===== src/rtl/sis_pkg.sv =====
// Package for the sorted identifier set: sizes, command codes, state and cell control types.
package sis_pkg;

    localparam int CAPACITY = 64;
    localparam int IDX_W    = $clog2(CAPACITY);
    localparam int CNT_W    = $clog2(CAPACITY + 1);
    localparam int KEY_W    = 32;
    localparam int POS_W    = 8;
    localparam int ECNT_W   = 7;

    localparam logic [1:0] CMD_INSERT = 2'd0;
    localparam logic [1:0] CMD_QUERY  = 2'd1;
    localparam logic [1:0] CMD_READ   = 2'd2;

    typedef enum logic [1:0] {
        ST_IDLE,
        ST_CMP,
        ST_COMMIT
    } state_t;

    // Control that the sequencer broadcasts to every cell of the row.
    typedef struct packed {
        logic cmp;
        logic ins;
    } cell_ctrl_t;

endpackage


===== src/rtl/sis_cell.sv =====
// One cell of the sorted row: holds a key, compares it and shifts from its lower neighbor.
module sis_cell
    import sis_pkg::*;
(
    input  logic             clk,
    input  cell_ctrl_t       ctrl,
    input  logic [KEY_W-1:0] cmd_key,
    input  logic             occ,
    input  logic             hit,
    input  logic [KEY_W-1:0] prev_key,
    input  logic             prev_mark,
    output logic [KEY_W-1:0] key,
    output logic             mark,
    output logic             eq,
    output logic [KEY_W-1:0] sel
);

    logic [KEY_W-1:0] key_reg, key_next;
    logic             mark_reg, mark_next;
    logic             eq_reg, eq_next;
    logic [KEY_W-1:0] sel_reg, sel_next;

    // The mark flags every cell at or above the insertion point; the lowest
    // marked cell takes the new key and the others take their neighbor's key.
    always_comb
    begin
        key_next  = key_reg;
        mark_next = mark_reg;
        eq_next   = eq_reg;
        sel_next  = sel_reg;
        if (ctrl.cmp)
        begin
            mark_next = !occ || (key_reg >= cmd_key);
            eq_next   = occ && (key_reg == cmd_key);
            sel_next  = hit ? key_reg : '0;
        end
        if (ctrl.ins && mark_reg)
        begin
            key_next = prev_mark ? prev_key : cmd_key;
        end
    end

    always_ff @(posedge clk)
    begin
        key_reg  <= key_next;
        mark_reg <= mark_next;
        eq_reg   <= eq_next;
        sel_reg  <= sel_next;
    end

    assign key  = key_reg;
    assign mark = mark_reg;
    assign eq   = eq_reg;
    assign sel  = sel_reg;

endmodule


===== config.mk =====
export PLATFORM = sky130hd
export DESIGN_NAME = sis_cell
export DESIGN_NICKNAME = d
export VERILOG_FILES = /design/src/rtl/sis_pkg.sv /design/src/rtl/sis_cell.sv
export SDC_FILE = /design/constraint.sdc
export NUM_CORES = 1
export LEC_CHECK = 0
export CORE_MARGIN = 4
export CORE_UTILIZATION = 35
export CTS_BUF_LIST = sky130_fd_sc_hd__clkbuf_2
export CTS_CLUSTER_SIZE = 25
export DETAILED_ROUTE_END_ITERATION = 10
export DONT_BUFFER_PORTS = 1
export SLEW_MARGIN = 5
export SYNTH_ARGS = -nofsm -noshare
export SYNTH_HDL_FRONTEND = slang
export SYNTH_SLANG_ARGS = --single-unit

===== constraint.sdc =====
create_clock -name clk -period 2.3 [get_ports clk]
set_input_delay 0.46 -clock clk [delete_from_list [all_inputs] [get_ports clk]]
set_output_delay 0.46 -clock clk [all_outputs]
set_load 0.01 [all_outputs]

**Yosys cells after proc, flatten, opt, wreduce, memory -nomap -nowiden**

Index checks and enable logic that the tools add are counted.

- Flip-flop bits (word level): 66
- Latch bits: 0
- Memory bits (writable): 0
- Memory bits (read-only): 0
- Logic and storage cells: 11
- Memories kept: 0

- Add/sub/neg operators: 0
- Multiply operators: 0
- Divide/modulo/power cells: 0
- Magnitude comparators: 1
- Equal/unequal tests: 1
- Shift operators: 0
- Muxes and demuxes: 1
- Bitwise logic cells: 0
- Reduce and logical (&&, ||, !) cells: 4

Operators with widths:

| kind | count |
|---|---|
| equality test 32 bit | 1 |
| greater-or-equal comparator 32 bit | 1 |
| two-way mux 32 bit | 1 |
| logical AND 1 bit | 2 |
| logical NOT 1 bit | 1 |
| logical OR 1 bit | 1 |

**Depth between registers and ports, before layout**

Gate-level depths: netlist (run 1).

- Depth after elaboration: 2
- Depth in mapped cells: 7

**Least setup slack after synthesis (run 1)**

OpenSTA, ideal clock, no wires.

- Kind: input to register
- From: in cmd_key[21]
- To: reg mark_reg (netlist: mark), data pin
- Data arrival time: 1.596 ns
- Data required time: 2.025 ns
- Slack: 0.429 ns
- Cell stages on the path: 7
- Path buffers: 0
- Path through: inv_1 ha_1 a211o_1 a21oi_2 nor3_1 a2111oi_2 nand4_1

- Longest elaborated chain between the ends: 2

RTL lines:

| what | RTL line | text |
|---|---|---|
| start, declared | sis_cell.sv:7 | `input logic [KEY_W-1:0] cmd_key,` |
| greater-or-equal comparator 32 bit | sis_cell.sv:33 | `mark_next = !occ \|\| (key_reg >= cmd_key);` |
| logical OR 1 bit | sis_cell.sv:33 |  |
| end signal, assigned | sis_cell.sv:46 | `mark_reg <= mark_next;` |
| end, declared | sis_cell.sv:19 | `logic mark_reg, mark_next;` |

Every way passes these cells.
A chain may end at the register's enable or synchronous reset.

**Worst setup path in the final report (run 1)**

- From: reg key_reg[21] (netlist: key[21])
- To: reg mark_reg (netlist: mark), data pin

- Longest elaborated chain between the ends: 2

RTL lines:

| what | RTL line | text |
|---|---|---|
| start, declared | sis_cell.sv:18 | `logic [KEY_W-1:0] key_reg, key_next;` |
| start signal, assigned | sis_cell.sv:45 | `key_reg <= key_next;` |
| greater-or-equal comparator 32 bit | sis_cell.sv:33 |  |
| logical OR 1 bit | sis_cell.sv:33 |  |

Every way passes these cells.

==> flow_summary.json, run 1 <==
{
  "netlist_instances": 283,
  "drt-pass1-iter-count": 4,
  "synthDistinctLibCells": 31,
  "post_drt_via_cell_ratio": 5.009,
  "fin_ws_ps": 197.5,
  "antenna_found_initial": 0,
  "drive_above_1_share_pct": 7.850,
  "start_util_pct": 36.11,
  "die_w_um": 105.9,
  "wire_per_inst_um": 18.87,
  "cp.depth": 6,
  "syn-cell-area_um2": 3352,
  "drc": 0,
  "io_buffers": 0,
  "holdPathStages": 0,
  "min_to": "sel[3]",
  "area_growth_syn_to_layout_pct": 9.369,
  "htreeDepth": 3,
  "status": "completed",
  "vias": 2114,
  "swShare_pct": 26.24,
  "die_y_um": 105.9,
  "fin_nets": 390,
  "grt_start_max_net_pins": 64,
  "post-place-ws_ps": 206.5,
  "synth_warnings": 0,
  "critPathSlowestCell": "edfxtp_1",
  "crit_arrival_ps": 2330,
  "ys_ff_latch": 66,
  "fin_setup_tns_ps": 0,
  "grt_pass1_vias": 2096,
  "rsz0062_at_grt": "no",
  "reg2reg_slack_ps": 200,
  "fmaxAchievable_mhz": 475.6,
  "r2r_cells": 6,
  "ys_top_cells_by_area": "edfxtp_1 (59%), ha_1 (12%), and2_1 (6.2%), inv_1 (3.6%), nand2_1 (3.6%)",
  "ant_nets": 0,
  "crit_buf_inv": 0,
  "initialDrtViolationCount": 62,
  "leakage_nw": 1.483,
  "clk_latency_ps": 500,
  "combPwrFrac_pct": 9.1,
  "synth_nets": 385,
  "cts.path.max_buffers": 2,
  "reg2reg_to": "mark",
  "cts_sinks": 66,
  "coreArea_um2": 9284,
  "cellPowerDensity_nw_per_um2": 694.6,
  "synth_area_per_cell_um2": 11.84,
  "cts_resized": 0,
  "yosys.area.top_type": "edfxtp_1",
  "maxCapViolCount": 0,
  "clock_power_share_pct": 31.9,
  "internal_power_mw": 1.878,
  "switchingPower_uw": 668.3,
  "r2r_start": "key[21]",
  "holdBufCountCts": 1,
  "finalCriticalPeriod_ps": 2102,
  "end_kind": "flip-flop",
  "cp.required_ps": 2520,
  "crit_chain": "ha_1 > a211o_1 > a21oi_2 > nor3_1 > a2111oi_2 > nand4_1",
  "min_from": "ctrl[1]",
  "hp-class": "in -> reg",
  "rows": 35,
  "final-setup-viol-count": 0,
  "crit_start": "key[21]",
  "place_hpwl_mm": 5.800,
  "hold_viol": 0,
  "n_antenna_cell": 0,
  "cts-root-buf": "clkbuf_2",
  "cp-start-kind": "flip-flop",
  "ys_seq_area_share_pct": 59.13,
  "critPathMaxFanout": 3,
  "grt_first_pass_wirelength_mm": 11.90,
  "io_pins": 136,
  "clkTransAtPathRegs_ps": 210,
  "cts_tree": "built",
  "slew_headroom_pct": 48.07,
  "critPathKind": "reg -> reg",
  "worstMarginPinSlew_ps": 776.4,
  "critPathMaxStageDelay_ps": 520,
  "track_usage_pct": 14.14,
  "pwr-share-seq_pct": 59.0,
  "cts_buffers": 9,
  "critPathTopFamily": "compound AO/OA/AOI/OAI gates",
  "fin_crit_sh_pct": 91.41,
  "clock_skew_ps": 37.23,
  "peakVddDrop_uv": 284.3,
  "synth_top_area_share_pct": 59.13,
  "post_cts.repair.setup_buffers": 0,
  "dieArea_um2": 11210,
  "grt_overflow": 0,
  "slew_viol_final": 0,
  "wirelength_mm": 7.963,
  "gp_congestion": 0.7026
}
per-layer routing:
metal	wire length, um	GRT usage (%)	up-vias
met3	483	4.593	12
li1	-	-	1021
met4	146	6.383	0
met5	0	0	-
met1	3494	17.77	1000
met2	3839	22.18	81
synth_stat cells:
library cell	n
a211o_1	1
and3_1	1
o41ai_1	1
nor4_2	1
nor2b_1	2
nor3_1	1
nand4_2	2
o21ai_0	13
nand2_2	1
o31ai_1	1
nand2b_1	2
o21a_1	1
nor4_1	1
o21ai_1	19
nand4_1	7
inv_1	32
nand3_1	4
a2111oi_2	1
a21oi_2	1
o211ai_1	1
a21oi_1	9
and2b_1	1
edfxtp_1	66
clkbuf_1	10
ha_1	32
a21o_1	3
mux2_1	1
and2_1	33
nand2_1	32
a21boi_0	1
a2111oi_0	2
final cells by class:
type	instances	area, um^2
fill	957	5618
inverter	32	120.1
multi-input combinational	175	1214
clock buffer	9	45.04
clock inverter	7	93.84
sequential	66	1982
timing repair buffer	4	50.05
tap	129	161.4
cells by family (layout without fill, tap and decap cells):
family | count (synthesis) | count (layout) | synth area share, %
compound gates | 54 | 54 | 9.444
mux | 1 | 1 | 0.3359
buf+inv | 42 | 52 | 4.704
fa+ha+maj | 32 | 32 | 11.94
simple gates | 88 | 88 | 14.45
flops | 66 | 66 | 59.13
power groups by stage:
stage / sequential [mW] / combinational (mW) / clock, mW
3_3_place_gp: 1.53 / 0.214 / 0
5_1_grt: 1.51 / 0.270 / 0.897
2_1_floorplan: 1.51 / 0.187 / 0
4_1_cts: 1.51 / 0.228 / 0.843
6_report: 1.50 / 0.233 / 0.812
3_5_place_dp: 1.53 / 0.220 / 0
worst reg2reg max path, cell delays in order (launching register included):
cell and delay (ps):
edfxtp_1 520, ha_1 340, a211o_1 310, a21oi_2 130
nor3_1 70, a2111oi_2 340, nand4_1 140
per-stage QoR:
stage	power [mW]	area, um^2	util [%]	instances	hold WS, ps
finish	2.546	3666	39.49	422	82.50
global route	2.679	3666	39.49	422	0.2963
detailed placement	1.753	3497	37.67	403	575.6
global placement	1.746	3497	37.67	403	575.5
floorplan	1.696	3352	-	283	572.5
CTS	2.575	3646	39.27	420	0.06534
worst max path at each step:
| stage | to | slack (ps) |
|---|---|---|
| 6_report | mark | 200 |
| 5_1_grt | mark | 110 |
| 4_1_cts | mark | 170 |
| 3_5_place_dp | mark | 210 |
| 3_3_place_gp | mark | 230 |
| 2_1_floorplan | mark | 430 |
layout by cell type (no fill, tap or decap), drive strengths merged:
master       instances
dlygate4sd3          3
clkinvlp             1
ha                  32
a21oi               10
nand2               33
inv                 32
a211o                1
and3                 1
nand2b               2
and2b                1
o21a                 1
nand3                4
o21ai               32
buf                  1
edfxtp              66
o41ai                1
and2                33
mux2                 1
nor4                 2
clkinv               4
a21boi               1
nand4                9
o31ai                1
nor3                 1
nor2b                2
clkbuf               9
a2111oi              3
bufinv               2
o211ai               1
a21o                 3
(Power assumes the default switching activity.)
==> inputs of run 2 (changes only) <==
Settings changed: REMOVE_ABC_BUFFERS set to 1.
Clock period 2.3 ns to 2.1 ns, I/O delays scaled along.
==> run 2 against run 1 <==
  * Die area did not move
  * Design area up 5.1%
  * Wire length down 1.0%
  * First-iteration DRC count increased by 13%
  * Clock power up 9.5%
  * Utilization rose by 2.0 points
==> flow_summary.json, run 2 (synthesis gave the netlist of run 1 again) <==
{
  "final-setup-viol-count": 0,
  "clock_skew_ps": 38.66,
  "fin_nets": 414,
  "grt_start_max_net_pins": 64,
  "holdBufCountCts": 1,
  "end_kind": "flip-flop",
  "worstMarginPinSlew_ps": 503.2,
  "drive_above_1_share_pct": 15.77,
  "crit_arrival_ps": 2220,
  "leakage_nw": 1.606,
  "io_buffers": 0,
  "fin_crit_sh_pct": 94.74,
  "fmaxAchievable_mhz": 502.6,
  "die_w_um": 105.9,
  "io_pins": 136,
  "cts_buffers": 9,
  "post_drt_via_cell_ratio": 4.971,
  "slew_viol_final": 0,
  "cellPowerDensity_nw_per_um2": 734.3,
  "wire_per_inst_um": 17.67,
  "vias": 2217,
  "drc": 0,
  "cts_sinks": 66,
  "n_antenna_cell": 0,
  "start_util_pct": 36.11,
  "cp.required_ps": 2330,
  "r2r_cells": 6,
  "gp_congestion": 0.7430,
  "maxCapViolCount": 0,
  "finalCriticalPeriod_ps": 1990,
  "clkTransAtPathRegs_ps": 230,
  "track_usage_pct": 14.11,
  "fin_ws_ps": 110.4,
  "area_growth_syn_to_layout_pct": 14.89,
  "wirelength_mm": 7.882,
  "r2r_start": "key[22]",
  "post_cts.repair.setup_buffers": 0,
  "post-place-ws_ps": 77.54,
  "critPathMaxFanout": 3,
  "fin_setup_tns_ps": 0,
  "cts_resized": 0,
  "coreArea_um2": 9284,
  "die_y_um": 105.9,
  "rows": 35,
  "place_hpwl_mm": 5.797,
  "peakVddDrop_uv": 306.6,
  "grt_overflow": 0,
  "clk_latency_ps": 510,
  "min_from": "prev_mark",
  "hp-class": "in -> reg",
  "hold_viol": 0,
  "reg2reg_slack_ps": 110,
  "reg2reg_to": "mark",
  "grt_pass1_vias": 2300,
  "status": "completed",
  "cts-root-buf": "clkbuf_2",
  "holdPathStages": 1,
  "drt-pass1-iter-count": 4,
  "dieArea_um2": 11210,
  "min_to": "key[22]",
  "cp-start-kind": "flip-flop",
  "initialDrtViolationCount": 70,
  "grt_first_pass_wirelength_mm": 12.05,
  "antenna_found_initial": 0,
  "final_cell_mix": "edfxtp_1 (66), inv_1 (32), nand2_1 (32), and2_1 (32), ha_1 (32)",
  "rsz0062_at_grt": "no",
  "htreeDepth": 3,
  "ant_nets": 0,
  "cts.path.max_buffers": 2,
  "slew_headroom_pct": 65.59,
  "critPathKind": "reg -> reg",
  "cts_tree": "built",
  "final_common_cell": "edfxtp_1"
}
-- run 2: area by class of cell --
type / count / area (um^2)
flip-flops and latches: 66 / 1982
clock buffers: 9 / 45.04
inverters: 32 / 120.1
well taps: 129 / 161.4
multi-input cells: 175 / 1214
fillers: 914 / 5433
clock inverters: 7 / 93.84
repair buffers: 28 / 235.2
-- run 2: through the flow --
step	util [%]	cell area [um^2]	hold slack, ps	cells	power (mW)
6_report	41.48	3851	80.12	446	2.828
5_1_grt	41.48	3851	23.43	446	2.972
4_1_cts	41.48	3851	29.08	446	2.866
3_5_place_dp	39.77	3692	535.0	429	1.959
3_3_place_gp	39.77	3692	535.1	429	1.950
2_1_floorplan	-	3314	532.5	273	1.839
-- run 2: layer usage --
layer  GRT usage (%)  part of all wire (%)  up-vias
met1           17.61                    43     1051
met5               0                     0        -
met2           23.18                    49       83
li1                -                     -     1069
met4           5.273                   1.7        0
met3           4.103                   6.6       14
-- run 2: how the worst max path moves through the flow --
stage / slack [ps] / start / end
2_1_floorplan: 270 / cmd_key[21] / mark
3_3_place_gp: 110 / cmd_key[21] / mark
3_5_place_dp: 80 / cmd_key[21] / mark
4_1_cts: 110 / key[22] / mark
5_1_grt: 20 / key[22] / mark
6_report: 110 / key[22] / mark
-- run 2: power breakdown --
group / switching (mW) / total (mW) / internal [mW]
Clock: 0.497 / 0.889 / 0.392
Sequential: 0.0668 / 1.62 / 1.55
Combinational: 0.177 / 0.321 / 0.144
Total: 0.741 / 2.83 / 2.09
-- run 2: critical path, cell delays in order (launching register included) --
cell and delay [ps]:
edfxtp_1 530, ha_1 260, a211o_1 290, a21oi_2 120, nor3_1 60, a2111oi_2 300, nand4_1 150
